[src/rtl/mdf_pkg.sv]
// ----------------------------------------------------------------------------
// mdf_pkg
// Shared types and constants for the message duplicate filter: FNV-1a
// constants, header byte selection codes and the controller/datapath buses.
// ----------------------------------------------------------------------------
package mdf_pkg;

	// FNV-1a 32-bit offset basis and prime
	localparam logic [31:0] FNV_BASIS = 32'h811C_9DC5;
	localparam logic [31:0] FNV_PRIME = 32'h0100_0193;

	// sender (4) + timestamp (8) + type (1) + length (1)
	localparam logic [3:0] HDR_BYTES = 4'd14;

	// byte select code for the payload byte of the current item
	localparam logic [3:0] SEL_PAYLOAD = 4'd14;

	// cache entry: sender, timestamp, type, hash
	localparam int ENTRY_W = 32 + 64 + 8 + 32;

	typedef logic [3:0] sel_t;

	// commands from controller to datapath
	typedef struct packed {
		logic capture_item; // take item fields at the input transfer
		logic capture_hdr;  // take header fields and restart the hash
		logic mix_en;       // fold the selected byte into the hash
		sel_t byte_sel;     // header byte index or SEL_PAYLOAD
		logic scan_clr;     // restart the cache scan
		logic scan_en;      // run the cache scan
		logic commit;       // load the result and update the cache
	} cmd_t;

	// status from datapath to controller
	typedef struct packed {
		logic last;      // held item is the last one of its message
		logic scan_done; // all filled entries compared
		logic out_free;  // result register can take a new result
	} sts_t;

	// one FNV-1a step
	function automatic logic [31:0] fnv_mix(input logic [31:0] h, input logic [7:0] b);
		logic [31:0] x;
		begin
			x = h ^ {24'd0, b};
			return x * FNV_PRIME;
		end
	endfunction

endpackage

[src/rtl/mdf_ctrl.sv]
// ----------------------------------------------------------------------------
// mdf_ctrl
// Controller: sequences item intake, header hashing, payload hashing, cache
// scan and result commit.
// ----------------------------------------------------------------------------
module mdf_ctrl (
	input  logic          clk,
	input  logic          arst_n,
	input  logic          in_valid,
	output logic          in_stall,
	input  mdf_pkg::sts_t sts,
	output mdf_pkg::cmd_t cmd
);

	import mdf_pkg::*;

	typedef enum logic [4:0] {
		ST_IDLE   = 5'b00001,
		ST_HDR    = 5'b00010,
		ST_MIX    = 5'b00100,
		ST_SCAN   = 5'b01000,
		ST_RESULT = 5'b10000
	} state_t;

	state_t     state_q, state_d;
	logic [3:0] cnt_q, cnt_d;
	logic       in_msg_q, in_msg_d;

	// next state and commands
	always_comb begin
		state_d  = state_q;
		cnt_d    = cnt_q;
		in_msg_d = in_msg_q;
		cmd      = '0;
		in_stall = 1'b1;
		unique case (state_q)
			ST_IDLE: begin
				in_stall = 1'b0;
				if (in_valid) begin
					cmd.capture_item = 1'b1;
					if (!in_msg_q) begin
						cmd.capture_hdr = 1'b1;
						cnt_d           = '0;
						state_d         = ST_HDR;
					end else begin
						state_d = ST_MIX;
					end
				end
			end
			ST_HDR: begin
				cmd.mix_en   = 1'b1;
				cmd.byte_sel = cnt_q;
				if (cnt_q == HDR_BYTES - 4'd1) begin
					state_d = ST_MIX;
				end else begin
					cnt_d = cnt_q + 4'd1;
				end
			end
			ST_MIX: begin
				cmd.mix_en   = 1'b1;
				cmd.byte_sel = SEL_PAYLOAD;
				if (sts.last) begin
					cmd.scan_clr = 1'b1;
					state_d      = ST_SCAN;
				end else begin
					in_msg_d = 1'b1;
					state_d  = ST_IDLE;
				end
			end
			ST_SCAN: begin
				cmd.scan_en = 1'b1;
				if (sts.scan_done) begin
					state_d = ST_RESULT;
				end
			end
			ST_RESULT: begin
				if (sts.out_free) begin
					cmd.commit = 1'b1;
					in_msg_d   = 1'b0;
					state_d    = ST_IDLE;
				end
			end
			default: begin
				state_d = ST_IDLE;
			end
		endcase
	end

	// state registers
	always_ff @(posedge clk or negedge arst_n) begin
		if (!arst_n) begin
			state_q  <= ST_IDLE;
			cnt_q    <= '0;
			in_msg_q <= 1'b0;
		end else begin
			state_q  <= state_d;
			cnt_q    <= cnt_d;
			in_msg_q <= in_msg_d;
		end
	end

endmodule

[config.mk]
export PLATFORM = sky130hd
export DESIGN_NAME = mdf_ctrl
export DESIGN_NICKNAME = d
export VERILOG_FILES = /design/src/rtl/mdf_pkg.sv /design/src/rtl/mdf_ctrl.sv
export SDC_FILE = /design/constraint.sdc
export NUM_CORES = 1
export LEC_CHECK = 0
export BUFFER_PORTS_ARGS = -buffer_cell sky130_fd_sc_hd__buf_2
export CORE_AREA = 3 3 40 42
export CTS_CLUSTER_SIZE = 24
export DETAILED_ROUTE_END_ITERATION = 16
export DIE_AREA = 0 0 43 45
export PLACE_DENSITY_LB_ADDON = 0.25
export SLEW_MARGIN = 20
export SYNTH_ARGS = -nofsm -noshare
export SYNTH_HDL_FRONTEND = slang
export SYNTH_SLANG_ARGS = --single-unit
[constraint.sdc]
create_clock -name clk -period 4.5 [get_ports clk]
set_input_delay 0.9 -clock clk [delete_from_list [all_inputs] [get_ports clk]]
set_output_delay 0.9 -clock clk [all_outputs]
set_load 0.02 [all_outputs]
Word-level counts from Yosys, hierarchy flattened --
Cells that the tools add are included.
Word-level totals: flip-flop bits (word level) 10, input port bits 6, word-level logic and storage cells 46
Cells by class: $add $sub $neg 1, equality and inequality tests 13, mux-type cells 24, reduce and logical (&&, ||, !) cells 5
Operator list (count):
- case mux 5 bit (5 select lines) | 1
- 2-to-1 mux 5 bit | 4
- 2-to-1 mux 4 bit | 4
- != test 2 bit (second input constant) | 7
- case mux 5 bit (2 select lines) | 1
- 2-to-1 mux 1 bit | 9
- case mux 4 bit (2 select lines) | 1
- AND reduction 4 bit | 2
- == test 5 x 1 -> 1 bit (second input constant) | 1
- == test 5 x 2 -> 1 bit (second input constant) | 1
- == test 5 x 3 -> 1 bit (second input constant) | 1
- == test 5 x 4 -> 1 bit (second input constant) | 1
- == test 5 bit (second input constant) | 1
- adder 4 x 1 -> 4 bit (second input constant) | 1
- == test 4 bit (second input constant) | 1
- 2-to-1 mux 2 bit | 2
- nonzero test 2 bit | 2
- 2-to-1 mux 3 bit | 1
- AND reduction 3 bit | 1
- case mux 1 bit (2 select lines) | 1

Depth between registers and ports, before layout --
depth after elaboration 3, mapped depth 6

Least setup slack after synthesis --
OpenSTA, ideal clock, no wires.
path type input port to output port, from in in_valid, to out cmd[8] in the netlist's numbering, arrival time 1540 ps, path slack 2060 ps, stages 3, path through nand2b_1 > or4_4 > inv_1
RTL lines:
- start: declaration | RTL line mdf_ctrl.sv:9 | input logic in_valid,
- end: declaration | RTL line mdf_ctrl.sv:12 | output mdf_pkg::cmd_t cmd

==> results.cfg <==
[status]
status = complete, no violations

[cts]
postCtsSetupBuffers = 0
ctsHtreeMaxLevel = 1
cts_tree = yes
cts_resized = 0
cts_buffers = 3
clock_sinks = 10
root_buffer = clkbuf_4
cts_buffer_depth = 2
cts_hold_buf = 0
clock_latency_ns = 0.26
clk_pin_slew_ns = 0.07

[drt]
ant_nets = 0
routed_wl_um = 1310
wl_per_cell_um = 12.8
drc = 0
drt_iter0_drc = 7
drt_pass1_iterations = 3
via_per_inst = 5.38
vias = 549

[timing]
skew_ns = 0.00455
fin_setup_tns_ns = 0
rsz0062_at_grt = false
fin_crit_ns = 2.76
setup_violations = 0
finalHoldViolCount = 0
min_period_over_period = 0.614
drv_slew = 0
fmaxAchievable_ghz = 0.362
holdWs_ns = 0.483
slew-limit-headroom = 0.644
layout_setup_ws_ns = 1.74
worstMarginPinSlew_ns = 0.532

[power_and_ir_drop]
p_per_area_nw_per_um2 = 564
clockPowerShare = 0.191
p_leak_nw = 0.414
switching_share = 0.419
p_int_mw = 0.249
switching_power_mw = 0.179
ir_drop_uv = 265
seqPwrFrac = 0.382
p_comb_frac = 0.427

[finish]
n_fill_cell = 116
drive_gt1_frac = 0.356
num_antenna_cells = 0
layout.cells.non_filler = 102
synthToLayoutAreaGrowth_pct = 19.5
final_net_count = 96
final_area_um2 = 758

[logic_synthesis]
synth_cell_types = 32
avgSynthCellArea_um2 = 9.33
synth_seq_area_share = 0.396
yosys_warnings = 0
synth-edff-count = 0
synth_top_area_frac = 0.355
netlist_area_um2 = 634
syn_inst = 68
synth_area_leaders = dfrtp_1, nand2_1, or4b_4
synth_top_cell_by_area = dfrtp_1
yosysMostFrequentCell = nand2_1
synthTopCellsByCount = nand2_1, dfrtp_1, inv_1
synth-main-ff-cell = dfrtp_1
async_reset_ff_frac = 1.00
synth_seq_cells = 10
synth_fp_nets = 76

[grt]
grt.total_usage = 0.152
grt_pass1_wl_um = 2170
grt-busiest-layer = met2
grt_antenna_before_repair = 0
grt_start_max_net_pins = 11
gr-total-overflow = 0
grtUsageMet3 = 0.0359
first_global_vias = 491
grt_use_met1 = 0.200
use_met2 = 0.228

[place]
port_buffers = 16
dpl.hpwl_um = 997
place.gp.congestion = 0.781
dpl.cell_count = 98
placed_area_um2 = 722
pre_cts_slack_ns = 1.88

[setup_path]
path_max_fanout = 8
slowest_stage = or4b_4
cp.arrival_ns = 1.86
path_delay_family = simple AND/OR/NAND/NOR gates
critical_path_buf_inv_count = 1
crit_chain = or2_1, or4b_4, nor2_4, buf_2
crit_path_start_kind = flip-flop
worstSetupPathType = reg2out
max_stage_delay_ns = 0.59
crit_required_ns = 3.60
crit_path_end_kind = output port

[floorplanning]
fp.dieH_um = 45
rows = 13
coreArea_um2 = 1280
ios = 17
start_util = 0.494
die_x_um = 43
dieArea_um2 = 1940

[hold_path]
hp-class = in2async

[flow_run]
max-cap-violations = 0
-- cells in the final DEF, fill, tap and decap left out, types with 2 or more instances in the layout --
cell,count
dfrtp_1,9
nor3_1,4
nand2b_1,3
nor2b_1,2
ha_1,2
o22ai_1,2
or2_2,2
nand3_1,2
o21ai_0,2
or4b_4,2
nand2_1,10
buf_2,16
inv_1,6
clkbuf_4,3
a31oi_1,2
and2_1,2
-- layer usage --
metal	routed length, um	vias up	part of all wire
met5	0	-	0
met4	16	0	0.012
met3	75	2	0.057
met2	559	16	0.43
met1	659	251	0.50
li1	-	280	-
-- flip-flops by register name, indices dropped and copies added (netlist names) --
signal and count:
state_q 5, cnt_q 4, in_msg_q 1
-- path summary, 6_finish.rpt --
kind	start	endpoint	slack (ns)	cells after the start
min in group clk	cnt_q[3]	cnt_q[3]	0.51	1
worst min register to register	cnt_q[3]	cnt_q[3]	0.51	1
worst min-delay path	arst_n	state_q[1]	0.48	1
max in group asynchronous	arst_n	state_q[0]	3.76	1
worst max-delay path	state_q[3]	cmd[0]	1.74	4
worst max register to register	cnt_q[0]	cnt_q[1]	2.79	5
-- area by class of cell --
class | instances | area (um2) | area share
sequential | 10 | 251 | 0.332
timing repair buffer | 16 | 80.1 | 0.106
multi-input combinational | 51 | 349 | 0.460
inverter | 6 | 22.5 | 0.0297
tap | 15 | 18.8 | 0.0248
clock buffer | 4 | 36.3 | 0.0479
-- cells by family after synthesis --
| kind of cell | count (synthesis) | synth area share |
|---|---|---|
| and+or+nand+nor | 36 | 0.363 |
| AOI/OAI and AO/OA | 13 | 0.148 |
| DFF | 10 | 0.396 |
| adders and majority gates | 2 | 0.0394 |
| buffers and inverters | 7 | 0.0533 |
-- power groups by stage --
stage	registers, mW	clock network (mW)	logic, mW
2_1_floorplan	0.153	0	0.147
3_3_place_gp	0.164	0	0.177
3_5_place_dp	0.164	0	0.182
4_1_cts	0.163	0.0844	0.184
5_1_grt	0.169	0.0882	0.202
6_report	0.163	0.0816	0.183
-- metrics by stage --
stage	utilization	power (mW)
2_1_floorplan	-	0.300
3_5_place_dp	0.562	0.346
6_report	0.590	0.428
3_3_place_gp	0.562	0.341
4_1_cts	0.590	0.431
5_1_grt	0.590	0.459
(Power assumes the default switching activity.)
